### config.mk
export PLATFORM = sky130hd
export DESIGN_NAME = antialiased_line_generator_unit
export DESIGN_NICKNAME = d
export VERILOG_FILES = /design/src/rtl/core/aalg_pkg.sv /design/src/rtl/core/aalg_dpath.sv /design/src/rtl/core/aalg_ctrl.sv /design/src/rtl/core/antialiased_line_generator_unit.sv
export SDC_FILE = /design/constraint.sdc
export NUM_CORES = 1
export LEC_CHECK = 0
export BUFFER_PORTS_ARGS = -buffer_cell sky130_fd_sc_hd__buf_2
export CAP_MARGIN = 25
export CORE_MARGIN = 2
export CORE_UTILIZATION = 28
export CTS_CLUSTER_DIAMETER = 100
export DETAILED_ROUTE_END_ITERATION = 16
export PLACE_DENSITY = 0.45
export SYNTH_ARGS = -nofsm -noshare
export SYNTH_HDL_FRONTEND = slang
export SYNTH_SLANG_ARGS = --single-unit
### constraint.sdc
create_clock -name clk -period 18.6 [get_ports clk]
set_clock_uncertainty 0.1 [all_clocks]
set_input_delay 1.86 -clock clk [delete_from_list [all_inputs] [get_ports clk]]
set_output_delay 1.86 -clock clk [all_outputs]
set_load 0.02 [all_outputs]
### src/rtl/core/aalg_pkg.sv
// Shared constants, types and codes for the antialiased line generator.
`default_nettype none

package aalg_pkg;

    // Field and datapath widths
    localparam int COORD_BITS    = 12;
    localparam int PIX_BITS      = COORD_BITS + 1;
    localparam int STEP_BITS     = COORD_BITS + 1;
    localparam int ACC_BITS      = 16;
    localparam int WEIGHT_BITS   = 16;
    localparam int IBITS_W       = 5;
    localparam int CNT_BITS      = $clog2(ACC_BITS);
    localparam int CFG_IDX_BITS  = 1;
    localparam int CFG_DATA_BITS = 16;

    typedef logic signed [COORD_BITS-1:0] coord_t;
    typedef logic signed [PIX_BITS-1:0]   pix_t;
    typedef logic [COORD_BITS-1:0]        mag_t;
    typedef logic [STEP_BITS-1:0]         steps_t;
    typedef logic [ACC_BITS-1:0]          acc_t;
    typedef logic [WEIGHT_BITS-1:0]       weight_t;
    typedef logic [IBITS_W-1:0]           ibits_t;
    typedef logic [CNT_BITS-1:0]          cnt_t;
    typedef logic [CFG_IDX_BITS-1:0]      cfg_idx_t;
    typedef logic [CFG_DATA_BITS-1:0]     cfg_data_t;

    // Operation codes of an input item
    localparam logic OP_START = 1'b0;
    localparam logic OP_STEP  = 1'b1;

    // Configuration register indexes
    localparam cfg_idx_t CFG_INTENSITY  = 1'b0;
    localparam cfg_idx_t CFG_COMPLEMENT = 1'b1;

    localparam ibits_t    INTENSITY_RESET  = 5'd8;
    localparam cfg_data_t COMPLEMENT_RESET = 16'd255;

    // Line kinds
    localparam logic [2:0] KIND_HORIZ = 3'd0;
    localparam logic [2:0] KIND_VERT  = 3'd1;
    localparam logic [2:0] KIND_DIAG  = 3'd2;
    localparam logic [2:0] KIND_YMAJ  = 3'd3;
    localparam logic [2:0] KIND_XMAJ  = 3'd4;

    // Controller to datapath commands
    typedef struct packed {
        logic start;       // latch endpoints and classify the line
        logic div_step;    // one quotient bit of the increment
        logic load_start;  // put the first endpoint in the output register
        logic advance;     // one pixel step, main pixel to the output register
        logic load_pair;   // paired pixel to the output register
    } dp_cmd_t;

    // Datapath to controller status
    typedef struct packed {
        logic active;      // a line is in progress
        logic major;       // X-major or Y-major line
        logic multi;       // more than one step left
    } dp_status_t;

endpackage

`default_nettype wire

### src/rtl/core/aalg_dpath.sv
// Datapath: line state, restoring divider, pixel stepping and output register.
`default_nettype none

module aalg_dpath (
    input  wire logic                  clk,
    input  wire logic                  rst_n,
    input  wire aalg_pkg::dp_cmd_t     cmd,
    output aalg_pkg::dp_status_t       status,
    input  wire aalg_pkg::coord_t      start_x,
    input  wire aalg_pkg::coord_t      start_y,
    input  wire aalg_pkg::coord_t      end_x,
    input  wire aalg_pkg::coord_t      end_y,
    input  wire logic                  cfg_write,
    input  wire aalg_pkg::cfg_idx_t    cfg_index,
    input  wire aalg_pkg::cfg_data_t   cfg_data,
    output aalg_pkg::pix_t             pixel_x,
    output aalg_pkg::pix_t             pixel_y,
    output aalg_pkg::weight_t          weight,
    output logic                       last_pixel
);
    import aalg_pkg::*;

    // Weight from the top bits of the accumulator
    function automatic weight_t weight_of(input acc_t acc, input ibits_t bits);
        ibits_t eff;
        ibits_t shamt;
        eff   = (bits > IBITS_W'(ACC_BITS)) ? IBITS_W'(ACC_BITS) : bits;
        shamt = IBITS_W'(ACC_BITS) - eff;
        if (bits == '0)
            weight_of = '0;
        else
            weight_of = WEIGHT_BITS'(acc >> shamt);
    endfunction

    // Control state (reset)
    logic       active_reg, active_next;
    logic [2:0] kind_reg;
    ibits_t     intensity_reg;
    weight_t    mask_reg;

    // Line payload state
    coord_t  cur_x_reg, cur_y_reg, final_x_reg, final_y_reg;
    steps_t  steps_reg;
    acc_t    acc_reg, step_reg;
    logic    x_neg_reg;
    mag_t    rem_reg, den_reg;

    // Output and paired pixel registers
    pix_t    out_x_reg, out_y_reg, pair_x_reg, pair_y_reg;
    weight_t out_w_reg, pair_w_reg;
    logic    out_last_reg;

    // Start: order endpoints and classify
    logic              swap;
    coord_t            sx, sy, ex, ey;
    logic signed [PIX_BITS-1:0] dx_s, dy_s, adx_s;
    logic              x_neg_s;
    mag_t              adx, dy;
    logic [2:0]        kind_s;
    mag_t              steps_s, minor_s, major_s;

    always_comb
    begin
        swap    = start_y > end_y;
        sx      = swap ? end_x : start_x;
        sy      = swap ? end_y : start_y;
        ex      = swap ? start_x : end_x;
        ey      = swap ? start_y : end_y;
        dx_s    = {ex[COORD_BITS-1], ex} - {sx[COORD_BITS-1], sx};
        dy_s    = {ey[COORD_BITS-1], ey} - {sy[COORD_BITS-1], sy};
        x_neg_s = dx_s[PIX_BITS-1];
        adx_s   = x_neg_s ? -dx_s : dx_s;
        adx     = adx_s[COORD_BITS-1:0];
        dy      = dy_s[COORD_BITS-1:0];
        minor_s = adx;
        major_s = dy;
        if (dy == '0)
        begin
            kind_s  = KIND_HORIZ;
            steps_s = adx;
        end
        else if (adx == '0)
        begin
            kind_s  = KIND_VERT;
            steps_s = dy;
        end
        else if (adx == dy)
        begin
            kind_s  = KIND_DIAG;
            steps_s = dy;
        end
        else if (dy > adx)
        begin
            kind_s  = KIND_YMAJ;
            steps_s = dy;
        end
        else
        begin
            kind_s  = KIND_XMAJ;
            steps_s = adx;
            minor_s = dy;
            major_s = adx;
        end
    end

    // Divider: one quotient bit per cycle into the increment
    logic [COORD_BITS:0] rem_sh;
    logic                q_bit;
    mag_t                rem_next;
    acc_t                step_next;

    always_comb
    begin
        rem_sh    = {rem_reg, 1'b0};
        q_bit     = rem_sh >= {1'b0, den_reg};
        rem_next  = q_bit ? COORD_BITS'(rem_sh - {1'b0, den_reg}) : COORD_BITS'(rem_sh);
        step_next = {step_reg[ACC_BITS-2:0], q_bit};
    end

    // Pixel step
    coord_t  x_adv, cur_x_next, cur_y_next;
    steps_t  steps_next;
    acc_t    acc_sum, acc_next;
    logic    turned;
    weight_t w_main;
    pix_t    main_x, main_y, pair_x, pair_y;
    weight_t main_w;
    logic    main_last;

    always_comb
    begin
        x_adv       = x_neg_reg ? cur_x_reg - COORD_BITS'(1) : cur_x_reg + COORD_BITS'(1);
        acc_sum     = acc_reg + step_reg;
        turned      = acc_sum <= acc_reg;
        w_main      = weight_of(acc_sum, intensity_reg);
        cur_x_next  = cur_x_reg;
        cur_y_next  = cur_y_reg;
        acc_next    = acc_reg;
        steps_next  = steps_reg - STEP_BITS'(1);
        active_next = active_reg;
        main_w      = '0;
        main_last   = 1'b0;
        pair_x      = '0;
        pair_y      = '0;
        if (kind_reg <= KIND_DIAG)
        begin
            if (kind_reg != KIND_VERT)
                cur_x_next = x_adv;
            if (kind_reg != KIND_HORIZ)
                cur_y_next = cur_y_reg + COORD_BITS'(1);
            active_next = steps_next != '0;
            main_last   = !active_next;
            main_x      = {cur_x_next[COORD_BITS-1], cur_x_next};
            main_y      = {cur_y_next[COORD_BITS-1], cur_y_next};
        end
        else if (steps_reg <= STEP_BITS'(1))
        begin
            // Final endpoint of a weighted line
            steps_next  = '0;
            active_next = 1'b0;
            main_last   = 1'b1;
            main_x      = {final_x_reg[COORD_BITS-1], final_x_reg};
            main_y      = {final_y_reg[COORD_BITS-1], final_y_reg};
        end
        else
        begin
            acc_next = acc_sum;
            main_w   = w_main;
            if (kind_reg == KIND_YMAJ)
            begin
                if (turned)
                    cur_x_next = x_adv;
                cur_y_next = cur_y_reg + COORD_BITS'(1);
            end
            else
            begin
                if (turned)
                    cur_y_next = cur_y_reg + COORD_BITS'(1);
                cur_x_next = x_adv;
            end
            main_x = {cur_x_next[COORD_BITS-1], cur_x_next};
            main_y = {cur_y_next[COORD_BITS-1], cur_y_next};
            if (kind_reg == KIND_YMAJ)
            begin
                pair_x = x_neg_reg ? main_x - PIX_BITS'(1) : main_x + PIX_BITS'(1);
                pair_y = main_y;
            end
            else
            begin
                pair_x = main_x;
                pair_y = main_y + PIX_BITS'(1);
            end
        end
    end

    // Control registers and configuration
    always_ff @(posedge clk or negedge rst_n)
    begin
        if (!rst_n)
        begin
            active_reg    <= 1'b0;
            kind_reg      <= KIND_HORIZ;
            intensity_reg <= INTENSITY_RESET;
            mask_reg      <= COMPLEMENT_RESET;
        end
        else
        begin
            if (cfg_write)
            begin
                unique case (cfg_index)
                    CFG_INTENSITY:  intensity_reg <= cfg_data[IBITS_W-1:0];
                    CFG_COMPLEMENT: mask_reg      <= cfg_data;
                    default:        ;
                endcase
            end
            if (cmd.start)
            begin
                active_reg <= steps_s != '0;
                kind_reg   <= kind_s;
            end
            else if (cmd.advance)
                active_reg <= active_next;
        end
    end

    // Line payload registers
    always_ff @(posedge clk)
    begin
        if (cmd.start)
        begin
            cur_x_reg   <= sx;
            cur_y_reg   <= sy;
            final_x_reg <= ex;
            final_y_reg <= ey;
            steps_reg   <= {1'b0, steps_s};
            x_neg_reg   <= x_neg_s;
            acc_reg     <= '0;
            step_reg    <= '0;
            rem_reg     <= minor_s;
            den_reg     <= major_s;
        end
        if (cmd.div_step)
        begin
            rem_reg  <= rem_next;
            step_reg <= step_next;
        end
        if (cmd.advance)
        begin
            cur_x_reg  <= cur_x_next;
            cur_y_reg  <= cur_y_next;
            steps_reg  <= steps_next;
            acc_reg    <= acc_next;
            pair_x_reg <= pair_x;
            pair_y_reg <= pair_y;
            pair_w_reg <= main_w ^ mask_reg;
        end
    end

    // Output register
    always_ff @(posedge clk)
    begin
        if (cmd.load_start)
        begin
            out_x_reg    <= {cur_x_reg[COORD_BITS-1], cur_x_reg};
            out_y_reg    <= {cur_y_reg[COORD_BITS-1], cur_y_reg};
            out_w_reg    <= '0;
            out_last_reg <= !active_reg;
        end
        else if (cmd.advance)
        begin
            out_x_reg    <= main_x;
            out_y_reg    <= main_y;
            out_w_reg    <= main_w;
            out_last_reg <= main_last;
        end
        else if (cmd.load_pair)
        begin
            out_x_reg    <= pair_x_reg;
            out_y_reg    <= pair_y_reg;
            out_w_reg    <= pair_w_reg;
            out_last_reg <= 1'b0;
        end
    end

    assign status.active = active_reg;
    assign status.major  = (kind_reg == KIND_YMAJ) || (kind_reg == KIND_XMAJ);
    assign status.multi  = steps_reg > STEP_BITS'(1);

    assign pixel_x    = out_x_reg;
    assign pixel_y    = out_y_reg;
    assign weight     = out_w_reg;
    assign last_pixel = out_last_reg;

endmodule

`default_nettype wire

### src/rtl/core/aalg_ctrl.sv
// Controller: item handshake, division sequencing and result emission.
`default_nettype none

module aalg_ctrl (
    input  wire logic                  clk,
    input  wire logic                  rst_n,
    input  wire logic                  in_valid,
    output logic                       in_stall,
    input  wire logic                  operation,
    output logic                       out_valid,
    input  wire logic                  out_stall,
    output aalg_pkg::dp_cmd_t          cmd,
    input  wire aalg_pkg::dp_status_t  status
);
    import aalg_pkg::*;

    localparam logic [2:0] S_IDLE       = 3'd0;
    localparam logic [2:0] S_DIV        = 3'd1;
    localparam logic [2:0] S_EMIT_START = 3'd2;
    localparam logic [2:0] S_STEP       = 3'd3;
    localparam logic [2:0] S_EMIT_PAIR  = 3'd4;

    logic [2:0] state_reg, state_next;
    cnt_t       cnt_reg, cnt_next;
    logic       out_valid_reg, out_valid_next;
    logic       accept, out_free, loading;

    assign in_stall = state_reg != S_IDLE;
    assign accept   = in_valid && !in_stall;
    assign out_free = !out_valid_reg || !out_stall;

    // Next state and commands
    always_comb
    begin
        state_next = state_reg;
        cnt_next   = cnt_reg;
        cmd        = '0;
        unique case (state_reg)
            S_IDLE:
            begin
                if (accept)
                begin
                    if (operation == OP_START)
                    begin
                        cmd.start  = 1'b1;
                        cnt_next   = '0;
                        state_next = S_DIV;
                    end
                    else if (status.active)
                        state_next = S_STEP;
                end
            end
            S_DIV:
            begin
                if (!status.major)
                    state_next = S_EMIT_START;
                else
                begin
                    cmd.div_step = 1'b1;
                    cnt_next     = cnt_reg + CNT_BITS'(1);
                    if (cnt_reg == CNT_BITS'(ACC_BITS - 1))
                        state_next = S_EMIT_START;
                end
            end
            S_EMIT_START:
            begin
                if (out_free)
                begin
                    cmd.load_start = 1'b1;
                    state_next     = S_IDLE;
                end
            end
            S_STEP:
            begin
                if (out_free)
                begin
                    cmd.advance = 1'b1;
                    state_next  = (status.major && status.multi) ? S_EMIT_PAIR : S_IDLE;
                end
            end
            S_EMIT_PAIR:
            begin
                if (out_free)
                begin
                    cmd.load_pair = 1'b1;
                    state_next    = S_IDLE;
                end
            end
            default:
                state_next = S_IDLE;
        endcase
    end

    // Output valid flag
    assign loading = cmd.load_start || cmd.advance || cmd.load_pair;

    always_comb
    begin
        out_valid_next = out_valid_reg;
        if (loading)
            out_valid_next = 1'b1;
        else if (out_valid_reg && !out_stall)
            out_valid_next = 1'b0;
    end

    always_ff @(posedge clk or negedge rst_n)
    begin
        if (!rst_n)
        begin
            state_reg     <= S_IDLE;
            cnt_reg       <= '0;
            out_valid_reg <= 1'b0;
        end
        else
        begin
            state_reg     <= state_next;
            cnt_reg       <= cnt_next;
            out_valid_reg <= out_valid_next;
        end
    end

    assign out_valid = out_valid_reg;

`ifndef SYNTH
    // A start item always goes through the division state
    a_start_div: assert property (@(posedge clk) disable iff (!rst_n)
        accept && (operation == OP_START) |=> state_reg == S_DIV)
        else $error("start item did not enter division");

    // A step with no line in progress gives no item
    a_idle_step: assert property (@(posedge clk) disable iff (!rst_n)
        accept && (operation == OP_STEP) && !status.active |=> state_reg == S_IDLE)
        else $error("step without a line left idle");

    // The paired pixel follows only a pixel step
    a_pair_order: assert property (@(posedge clk) disable iff (!rst_n)
        state_reg == S_EMIT_PAIR |->
            ($past(state_reg) == S_STEP) || ($past(state_reg) == S_EMIT_PAIR))
        else $error("paired pixel without a main pixel");

    // Output valid rises only when a result is loaded
    a_out_load: assert property (@(posedge clk) disable iff (!rst_n)
        $rose(out_valid_reg) |-> $past(loading))
        else $error("output valid without a load");
`endif

endmodule

`default_nettype wire

### src/rtl/core/antialiased_line_generator_unit.sv
// Top level of the antialiased line generator: controller plus datapath.
//
//   channel  direction  handshake          payload
//   in       input      in_valid/in_stall   operation, start_x, start_y, end_x, end_y
//   out      output     out_valid/out_stall pixel_x, pixel_y, weight, last_pixel
//   cfg      input      cfg_write           cfg_index, cfg_data
//
// Start item: the endpoints are latched and classified; for X-major and Y-major lines
// the restoring divider (one quotient bit a cycle) then forms the increment, and the
// first endpoint is loaded. Step item: the main pixel is loaded, then the paired pixel
// when one follows; no pixel without a line in progress. One output register is shared.
// Reset is asynchronous: no line in progress, intensity_bits 8, complement_mask 255.
// in_stall is high whenever an item is in work; out_stall holds the pending emit.
`default_nettype none

module antialiased_line_generator_unit (
    input  wire logic                 clk,
    input  wire logic                 rst_n,
    input  wire logic                 in_valid,
    output logic                      in_stall,
    input  wire logic                 operation,
    input  wire aalg_pkg::coord_t     start_x,
    input  wire aalg_pkg::coord_t     start_y,
    input  wire aalg_pkg::coord_t     end_x,
    input  wire aalg_pkg::coord_t     end_y,
    output logic                      out_valid,
    input  wire logic                 out_stall,
    output aalg_pkg::pix_t            pixel_x,
    output aalg_pkg::pix_t            pixel_y,
    output aalg_pkg::weight_t         weight,
    output logic                      last_pixel,
    input  wire logic                 cfg_write,
    input  wire aalg_pkg::cfg_idx_t   cfg_index,
    input  wire aalg_pkg::cfg_data_t  cfg_data
);
    import aalg_pkg::*;

    dp_cmd_t    cmd;
    dp_status_t status;

    aalg_ctrl u_ctrl (
        .clk       (clk),
        .rst_n     (rst_n),
        .in_valid  (in_valid),
        .in_stall  (in_stall),
        .operation (operation),
        .out_valid (out_valid),
        .out_stall (out_stall),
        .cmd       (cmd),
        .status    (status)
    );

    aalg_dpath u_dpath (
        .clk        (clk),
        .rst_n      (rst_n),
        .cmd        (cmd),
        .status     (status),
        .start_x    (start_x),
        .start_y    (start_y),
        .end_x      (end_x),
        .end_y      (end_y),
        .cfg_write  (cfg_write),
        .cfg_index  (cfg_index),
        .cfg_data   (cfg_data),
        .pixel_x    (pixel_x),
        .pixel_y    (pixel_y),
        .weight     (weight),
        .last_pixel (last_pixel)
    );

endmodule

`default_nettype wire

==> results.tsv, run 1 <==
stage	metric	value	unit
clock_network	Clock Latency Late Sink	0.60	ns
drt	metal3 WL	3430	um
drt	Final ANT Viol Nets	0	
synth	top cells by area, synth	edfxtp_1 31%, ha_1 6.7%, nand2_1 5.3%, a21oi_1 4.2%, nor2_1 4.1%	
placed_design	Post-Place Cells	3000	
placed_design	Final Wtd Congestion	0.885	
synth	Synthesized Nets	2282	
pwr	total leakage power	0.00829	uW
drt	met2 WL	26900	um
synth	Avg Cell Area, Syn	8.67	um^2
sta	final worst-path cycle share	49.4	%
final_layout	Fillers	6859	
drt	drt drc	0	
synth	Synth area leader	edfxtp_1	
clock_network	CTS tree	yes	
synth	Post-synth EDFFs	187	
sta	Setup TNS	0	ns
synth	Ys Warns	0	
die	Rows	93	
clock_network	CTS H-Tree Depth	1	
sta	Setup violations, final	0	
setup_path	crit path capture type	register	
synth	#FFs+latches synth	236	
clock_network	post-CTS sizing	0	
final_layout	Design Area, Final	20800	um^2
synth	fraction of registers with async set/reset	14.0	%
die	overall die height	260	um
setup_path	kind of critical path	input port to register	
sta	RSZ-0062 raised after global routing	false	
drt	met1 WL	30000	um
global_route	initial antenna violation count	3	
clock_network	CTS hold repair buffers	0	
status	status	complete, no violations	
setup_path	slowest CP cell	ha_1	
setup_path	startpoint types	input port	
synth	post-synthesis sequential area ratio	37.0	%
synth	Mapped Area	18300	um^2
setup_path	Worst Path Required	18.93	ns
clock_network	Max Root-Sink Buffers	3	
die	I/O pins	116	
sta	fmax	0.109	GHz
final_layout	area delta synth->final	13.7	%
final_layout	Storage cell area	6770	um^2
setup_path	Max FO, Critical Path	20	
die	Die X	260	um
flow_run	max cap viols	0	
die	Die ar.	67400	um^2
global_route	GRT overflow	0	
setup_path	slowest stage delay, CP	0.80	ns
synth	post-synth top area share	30.7	%
drt	final WL	61800	um
drt	max layer used	met4	
min_path	hold crit path type	register to register	
sta	max_slew headroom	31.3	%
drt	drt first pass iters	5	
synth	Gate Count Post-Synth	2109	
global_route	largest net degree at the start of global routing	58	
global_route	gr usage total	18.0	%
pwr	Peak VDD IR	63.3	uV
final_layout	multi-input logic area	10700	um^2
placed_design	Placed Area	19700	um^2
drt	DR iter-0 viols	1325	
placed_design	number of port buffers	115	
clock_network	Num Clock Sinks	236	
clock_network	Setup Buffers After CTS	0	
die	CORE AREA	64500	um^2
setup_path	CP Data Arrival Time	9.52	ns
sta	Final Hold Viols	0	
final_layout	Non-Filler Instances	3059	
sta	Worst Max-Slew Pin Slew	1.00	ns
synth	Netlist cell types	93	
drt	routed via count	16100	
final_layout	nets	2352	
synth	Synth Flop Type	edfxtp_1	
drt	vias per cell	5.26	
drt	per-cell routed wire length	20.2	um
global_route	first-pass GRT wire length	94400	um
die	initial core utilization	28.4	%
sta	post-layout minimum cycle time	9.18	ns
global_route	number of global-route vias before repair	15400	
placed_design	Detail Placement HPWL	47500	um
pwr	PwrDens	158	nW/um^2
sta	Slew Limit Fails	0	
clock_network	Worst-path clk slew	0.06	ns
clock_network	Num CTS Buffers	31	
final_layout	layout cells sized above 1	12.7	%
clock_network	clk root buf	clkbuf_16	
-- cells by family after synthesis --
family / synth area share [%]
and+or+nand+nor: 19.5
AOI/OAI and AO/OA: 20.4
DFF: 37.0
buffers and inverters: 4.93
xor gates and xnor gates: 6.23
adders and majority gates: 7.85
muxes: 4.04
-- critical path, delay by kind of cell --
| kind | cells | cell delay (ns) |
|---|---|---|
| fa+ha+maj | 3 | 1.29 |
| xor+xnor | 1 | 0.23 |
| mux | 1 | 0.42 |
| buf+inv | 4 | 0.46 |
| simple gates | 11 | 3.40 |
| compound gates | 10 | 1.82 |
-- synth_stat cells (all sizes together) (29+ instances only) --
library cell and n:
nor3 55, inv 119, mux2i 30, a211oi 47
o21ai 123, buf 29, clkbuf 77, a21oi 154
and2 39, nand2 259, xor2 48, ha 98
xnor2 82, nand3 43, nor2 202, nor2b 37
a21o 29, a31oi 39, edfxtp 187, mux2 39
-- per-layer routing --
metal  GRT usage (%)  vias to the layer above
li1                -                     7819
met1            26.1                     7761
met2            28.0                      435
met3            2.41                       82
met4            4.42                        0
met5               0                        -
-- cell type report --
cell class | instances | share of cell area (%)
well taps | 855 | 5.15
inverters | 120 | 2.17
multi-input cells | 1647 | 51.3
clock buffers | 35 | 3.80
clock inverters | 22 | 1.05
repair buffers | 143 | 3.97
diodes | 1 | 0.0120
flip-flops and latches | 236 | 32.6
-- metrics by stage --
stage	utilization [%]	hold slack (ns)	power [uW]	setup WS, ns
2_1_floorplan	-	0.330	2170	10.36
4_1_cts	32.2	0.363	3300	9.52
5_1_grt	32.2	0.381	3540	8.67
3_5_place_dp	30.6	0.349	2680	8.95
6_report	32.2	0.360	3280	9.42
3_3_place_gp	30.6	0.337	2660	9.02
-- layout by cell type (no fill, tap or decap), types with 16 or more instances in the layout --
cell       instances
a21o_1            29
nand4_1           24
inv_1            117
dfxtp_1           16
o21ai_0          121
nor3_1            54
xor2_1            48
or3_1             17
buf_4             26
nand2b_1          19
a22oi_1           23
nor2_1           200
and2_1            37
dfrtp_1           24
xnor2_1           82
a31oi_1           39
mux2_2            38
and3_1            16
nor2b_1           37
buf_2            115
o21bai_1          19
edfxtp_1         187
mux2i_1           30
a211oi_1          40
nand2_1          258
nand3_1           42
o22ai_1           18
a21oi_1          151
clkbuf_16         31
ha_1              98
-- power by group --
part / switching [uW] / internal [uW]
registers: 95.6 / 790
clock network: 247 / 350
logic: 1150 / 653
-- final timing paths --
path | start | end | slack (ns) | depth (start not counted)
setup reg to reg | u_dpath.step_reg[0] | u_dpath.pair_x_reg[12] | 10.39 | 30
setup / recovery | end_y[11] | u_dpath.rem_reg[6] | 9.42 | 30
hold / removal | u_dpath.pair_w_reg[10] | u_dpath.weight[10] | 0.36 | 2
min in group asynchronous | rst_n | u_dpath.mask_reg[9] | 1.27 | 1
max in group asynchronous | rst_n | u_dpath.kind_reg[0] | 16.55 | 1
hold reg to reg | u_dpath.pair_w_reg[10] | u_dpath.weight[10] | 0.36 | 2
Note: power is estimated with default switching activity, not from simulation.
==> run 2, diff against run 1 <==
PLACE_DENSITY = 0.46   (was 0.45)
clock period = 8.35 ns   (was 18.6 ns; I/O delays follow)
==> run 2 against run 1 <==
Global-route usage shrank 0.50 points. Sequential cell count did not move. Register-to-register slack worse by 9.7 ns. Critical path type is now register to register. Critical endpoint is now u_dpath.pair_x_reg[12].
==> results.tsv, run 2 (synthesized netlist as in run 1, its figures left out) <==
stage	metric	value	unit	change
status	status	complete, no violations		
pwr	Clk pwr share	18.1	%	about the same
placed_design	number of port buffers	115		unchanged
drt	drt drc	0		unchanged
global_route	initial antenna violation count	1		-2
clock_network	Num Clock Sinks	236		unchanged
global_route	GRT overflow	0		unchanged
setup_path	kind of critical path	register to register		
final_layout	Design Area, Final	20900	um^2	+0.67%
global_route	met1 GRT Util	25.4	%	-0.73 points
final_layout	most frequent cells in the layout	258 x nand2_1, 200 x nor2_1, 187 x edfxtp_1		
placed_design	Final Wtd Congestion	0.974		+10%
pwr	Combinational Power Share	54.9	%	about the same
drt	per-cell routed wire length	19.7	um	-2.7%
drt	DR iter-0 viols	1541		+16%
final_layout	nets	2361		+0.38%
clock_network	Num CTS Buffers	29		-6.5%
pwr	total leakage power	0.00836	uW	+0.86%
sta	max_slew headroom	24.4	%	-6.9 points
sta	Slew Limit Fails	0		unchanged
final_layout	Storage cell area	6770	um^2	unchanged
die	Die ar.	67400	um^2	unchanged
drt	drt first pass iters	5		unchanged
die	Die X	260	um	unchanged
setup_path	reg2reg start	u_dpath.step_reg[0]		
final_layout	area delta synth->final	14.4	%	
setup_path	Max FO, Critical Path	13		-35%
clock_network	Clock Latency Late Sink	0.57	ns	-0.03 ns
global_route	met2 usage	27.3	%	-0.61 points
final_layout	Finished Core Util	32.5	%	+0.22 points
setup_path	CP Data Arrival Time	7.92	ns	-1.60 ns
pwr	NetSw	3310	uW	+120%
global_route	first-pass GRT wire length	92800	um	-1.6%
global_route	largest net degree at the start of global routing	55		-5.2%
final_layout	most common cell after layout, fill and taps aside	nand2_1		
pwr	Internal	4030	uW	+120%
pwr	Net Sw Frac	45.1	%	-0.36 points
setup_path	Worst Path Required	8.65	ns	-10.28 ns
clock_network	CTS H-Tree Depth	1		unchanged
global_route	GRT met3 Usage	2.41	%	unchanged
pwr	Peak VDD IR	129	uV	+100%
setup_path	slowest CP cell	fa_1		
drt	routed via count	16100		-0.21%
setup_path	CP startpoint	u_dpath.step_reg[0]		
sta	Hold Slack	0.274	ns	-0.0858 ns
final_layout	multi-input logic area	10700	um^2	about the same
global_route	busiest layer in global routing	met2		
setup_path	startpoint types	register		
die	I/O pins	116		unchanged
global_route	number of global-route vias before repair	15400		+0.10%
final_layout	layout cells sized above 1	13.3	%	+0.59 points
sta	Setup violations, final	0		unchanged
sta	post-layout minimum cycle time	7.61	ns	
pwr	PwrDens	351	nW/um^2	+120%
sta	final worst-path cycle share	91.2	%	
drt	Final ANT Viol Nets	0		unchanged
clock_network	Max Root-Sink Buffers	3		unchanged
pwr	Total Power	7340	uW	+120%
clock_network	CTS tree	yes		
setup_path	most frequent CP cell	a21oi_1		
sta	Setup TNS	0	ns	unchanged
drt	final WL	60300	um	-2.4%
pwr	Seq pwr share	27.0	%	about the same
sta	fmax	0.131	GHz	
sta	Worst Max-Slew Pin Slew	1.11	ns	+0.101 ns
die	Rows	93		unchanged
global_route	gr usage total	17.5	%	-0.50 points
clock_network	Worst-path clk slew	0.06	ns	about the same
clock_network	clk root buf	clkbuf_16		
final_layout	Fillers	6791		-0.99%
placed_design	Detail Placement HPWL	46400	um	-2.2%
sta	RSZ-0062 raised after global routing	false		
drt	vias per cell	5.24		-0.47%
setup_path	depth of the worst register-to-register path	31		+3.3%
sta	Final Hold Viols	0		unchanged
flow_run	max cap viols	0		unchanged
placed_design	Placed Area	19900	um^2	+0.52%
die	CORE AREA	64500	um^2	unchanged
min_path	hold crit path type	input port to async pin		
setup_path	slowest stage delay, CP	0.46	ns	-0.34 ns
die	initial core utilization	28.4	%	unchanged
clock_network	CTS hold repair buffers	0		unchanged
die	overall die height	260	um	unchanged
setup_path	crit path capture type	register		
==> run 2: cell types whose count changed in the layout (fill, tap and decap cells not counted), sizes merged <==
cell | previous run | this run
inv | 123 | 124
clkinv | 14 | 12
clkbuf | 35 | 33
buf | 143 | 154
==> run 2: per-layer routing <==
layer,vias up,part of all wire (%)
li1,7832,-
met1,7663,47
met2,502,44
met3,67,6.4
met4,0,2.0
met5,-,0
==> run 2: layout make-up <==
| type | instances | area share [%] |
|---|---|---|
| clock inverters | 21 | 0.987 |
| clock buffers | 33 | 3.89 |
| repair buffers | 154 | 4.51 |
| inverters | 120 | 2.15 |
| diodes | 1 | 0.0120 |
| well taps | 855 | 5.11 |
| flip-flops and latches | 236 | 32.4 |
| multi-input cells | 1647 | 51.0 |
==> run 2: worst paths after layout <==
path,end,slack (ns)
setup / recovery,u_dpath.pair_x_reg[12],0.74
hold / removal,u_dpath.intensity_reg[4],0.27
setup reg to reg,u_dpath.pair_x_reg[12],0.74
hold reg to reg,u_dpath.weight[10],0.36
max in group asynchronous,u_dpath.kind_reg[0],7.31
min in group clk,u_dpath.weight[10],0.36
==> run 2: through the flow <==
stage	cells	setup slack, ns
5_1_grt	3067	0.116
2_1_floorplan	2109	1.13
3_5_place_dp	3010	0.336
6_report	3067	0.736
4_1_cts	3064	0.285
3_3_place_gp	3007	0.465
==> run 2: power groups by stage <==
stage / clock network (uW) / logic, uW / registers (uW)
floorplan: 0 / 2840 / 2000
global placement: 0 / 3910 / 2010
detailed placement: 0 / 3980 / 2010
CTS: 1370 / 4000 / 1980
global route: 1410 / 4480 / 2020
finish: 1330 / 4030 / 1980
==> run 2: repair_timing <==
item / CTS / global route
endpoints found under the setup margin: 0 / 2
hold endpoints to repair: 0 / 0
gates resized for setup: 0 / 2
setup buffers: 0 / 0
==> run 2: critical path: cells and delay by family (launching register included) <==
kind,cells,cell delay (ns)
AOI/OAI and AO/OA,18,3.39
adders and majority gates,4,1.50
and+or+nand+nor,6,1.23
DFF,1,0.44
muxes,1,0.42
buffers and inverters,1,0.21
xor gates and xnor gates,1,0.14
==> run 3, diff against run 2 <==
CORE_UTILIZATION = 40   (was 28)
PLACE_DENSITY = 0.61   (was 0.46)
==> run 3 against run 2 <==
Cell count is 8.4% lower. Largest power group unchanged. Die area shrank 30%. Setup slack lost 0.074 ns. Critical path depth stayed put. Clock power is 11% lower. Utilization rose by 13 points. Wire length is 9.0% lower.
==> results.tsv, run 3 (synthesized netlist as in run 1, its figures left out) <==
stage	metric	value	unit	change
clock_network	CTS tree	yes		
die	Die X	218	um	-16%
global_route	first-pass GRT wire length	86000	um	-7.3%
sta	Final Hold Viols	0		unchanged
final_layout	area delta synth->final	11.6	%	
clock_network	Clock Latency Late Sink	0.57	ns	about the same
clock_network	Num CTS Buffers	28		-3.4%
setup_path	CP Data Arrival Time	7.98	ns	+0.06 ns
die	I/O pins	116		unchanged
clock_network	Worst-path clk slew	0.06	ns	about the same
sta	Slew Limit Fails	0		unchanged
clock_network	Max Root-Sink Buffers	3		unchanged
drt	Final ANT Viol Nets	0		unchanged
setup_path	Worst Path Required	8.64	ns	about the same
drt	vias per cell	5.77		+10%
setup_path	Max FO, Critical Path	13		unchanged
setup_path	depth of the worst register-to-register path	31		unchanged
pwr	Peak VDD IR	183	uV	+42%
global_route	number of global-route vias before repair	15300		-0.53%
pwr	total leakage power	0.00829	uW	-0.87%
final_layout	nets	2360		-0.042%
pwr	Total Power	7090	uW	-3.3%
clock_network	Num Clock Sinks	236		unchanged
placed_design	number of port buffers	115		unchanged
drt	routed via count	16200		+0.90%
pwr	PwrDens	348	nW/um^2	-0.89%
drt	DR iter-0 viols	1570		+1.9%
placed_design	Final Wtd Congestion	0.974		about the same
global_route	initial antenna violation count	1		unchanged
sta	Setup TNS	0	ns	unchanged
sta	Worst Max-Slew Pin Slew	1.02	ns	-0.0874 ns
setup_path	slowest stage delay, CP	0.47	ns	about the same
sta	max_slew headroom	32.1	%	+7.7 points
final_layout	Finished Core Util	45.1	%	+13 points
die	CORE AREA	45300	um^2	-30%
setup_path	slowest CP cell	fa_1		
placed_design	Detail Placement HPWL	41700	um	-10%
die	Rows	78		-16%
drt	final WL	54900	um	-9.0%
final_layout	most common cell after layout, fill and taps aside	nand2_1		
drt	drt first pass iters	5		unchanged
die	initial core utilization	40.4	%	+12 points
clock_network	CTS H-Tree Depth	1		unchanged
setup_path	crit path capture type	register		
sta	final worst-path cycle share	92.1	%	+0.89 points
sta	post-layout minimum cycle time	7.69	ns	+0.0742 ns
status	status	complete, no violations		
setup_path	kind of critical path	register to register		
global_route	GRT overflow	0		unchanged
sta	fmax	0.130	GHz	-0.96%
setup_path	most frequent CP cell	a21oi_1		
clock_network	CTS hold repair buffers	0		unchanged
drt	per-cell routed wire length	19.5	um	-0.60%
global_route	gr usage total	22.8	%	+5.3 points
min_path	hold crit path type	input port to async pin		
final_layout	diode count	0		-1
die	Die ar.	47500	um^2	-30%
final_layout	layout cells sized above 1	12.7	%	-0.58 points
final_layout	most frequent cells in the layout	258 x nand2_1, 200 x nor2_1, 187 x edfxtp_1		
flow_run	max cap viols	0		unchanged
drt	drt drc	0		unchanged
setup_path	startpoint types	register		
global_route	largest net degree at the start of global routing	78		+42%
clock_network	clk root buf	clkbuf_16		
sta	RSZ-0062 raised after global routing	false		
sta	Setup violations, final	0		unchanged
die	overall die height	218	um	-16%
run 3: cell types whose count changed in the layout (fill, tap and decap cells not counted), sizes merged:
cell | before | now
dlymetal6s2s | 0 | 1
clkbuf | 33 | 39
buf | 154 | 152
bufinv | 3 | 1
diode | 1 | 0
clkinv | 12 | 7
run 3: area by class of cell:
cell class	instances	area (um^2)
Fill cell	4434	24900
Multi-Input combinational cell	1647	10600
Sequential cell	236	6770
Timing Repair Buffer	154	908
Clock buffer	38	758
Tap cell	600	751
Inverter	120	450
Clock inverter	14	128
run 3: power breakdown:
part / total, uW / leakage (uW) / internal (uW) / switching (uW)
logic: 3930 / 0.00560 / 1460 / 2470
clock network: 1180 / 0.000427 / 674 / 508
registers: 1980 / 0.00226 / 1760 / 224
total: 7090 / 0.00829 / 3890 / 3200
run 3: final timing paths:
| kind | from | endpoint | slack [ns] |
|---|---|---|---|
| setup / recovery | u_dpath.acc_reg[0] | u_dpath.pair_x_reg[12] | 0.66 |
| hold / removal | rst_n | u_dpath.intensity_reg[2] | 0.26 |
| setup reg to reg | u_dpath.acc_reg[0] | u_dpath.pair_x_reg[12] | 0.66 |
| hold reg to reg | u_dpath.pair_w_reg[10] | u_dpath.weight[10] | 0.36 |
| max in group asynchronous | rst_n | u_ctrl.cnt_reg[0] | 7.35 |
| min in group clk | u_dpath.pair_w_reg[10] | u_dpath.weight[10] | 0.36 |
run 3: critical path, delay by kind of cell, from the launching register on:
family,cells,cell delay (ns)
AOI/OAI and AO/OA,18,3.46
adders and majority gates,4,1.49
and+or+nand+nor,6,1.22
DFF,1,0.44
muxes,1,0.42
buffers and inverters,1,0.22
xor gates and xnor gates,1,0.16
run 3: per-stage QoR:
| stage | cell area [um^2] | worst slack, ns | hold WS [ns] | std cells |
|---|---|---|---|---|
| 6_report | 20400 | 0.662 | 0.256 | 2809 |
| 5_1_grt | 20400 | 0.0733 | 0.286 | 2809 |
| 4_1_cts | 20300 | 0.349 | 0.256 | 2805 |
| 3_5_place_dp | 19400 | 0.387 | 0.350 | 2753 |
| 2_1_floorplan | 18300 | 1.13 | 0.330 | 2109 |
| 3_3_place_gp | 19400 | 0.485 | 0.335 | 2752 |
run 3: per-layer routing:
layer	wire (um)	global-route usage, %	up-vias
li1	-	-	7831
met1	25500	33.0	7685
met2	23500	34.6	602
met3	4370	4.00	90
met4	1470	6.76	0
met5	0	0	-
run 3: timing repair:
item                       4_1_cts  5_1_grt
setup buffers                    0        0
gates resized for setup          0        1
setup endpoints to repair        0        2
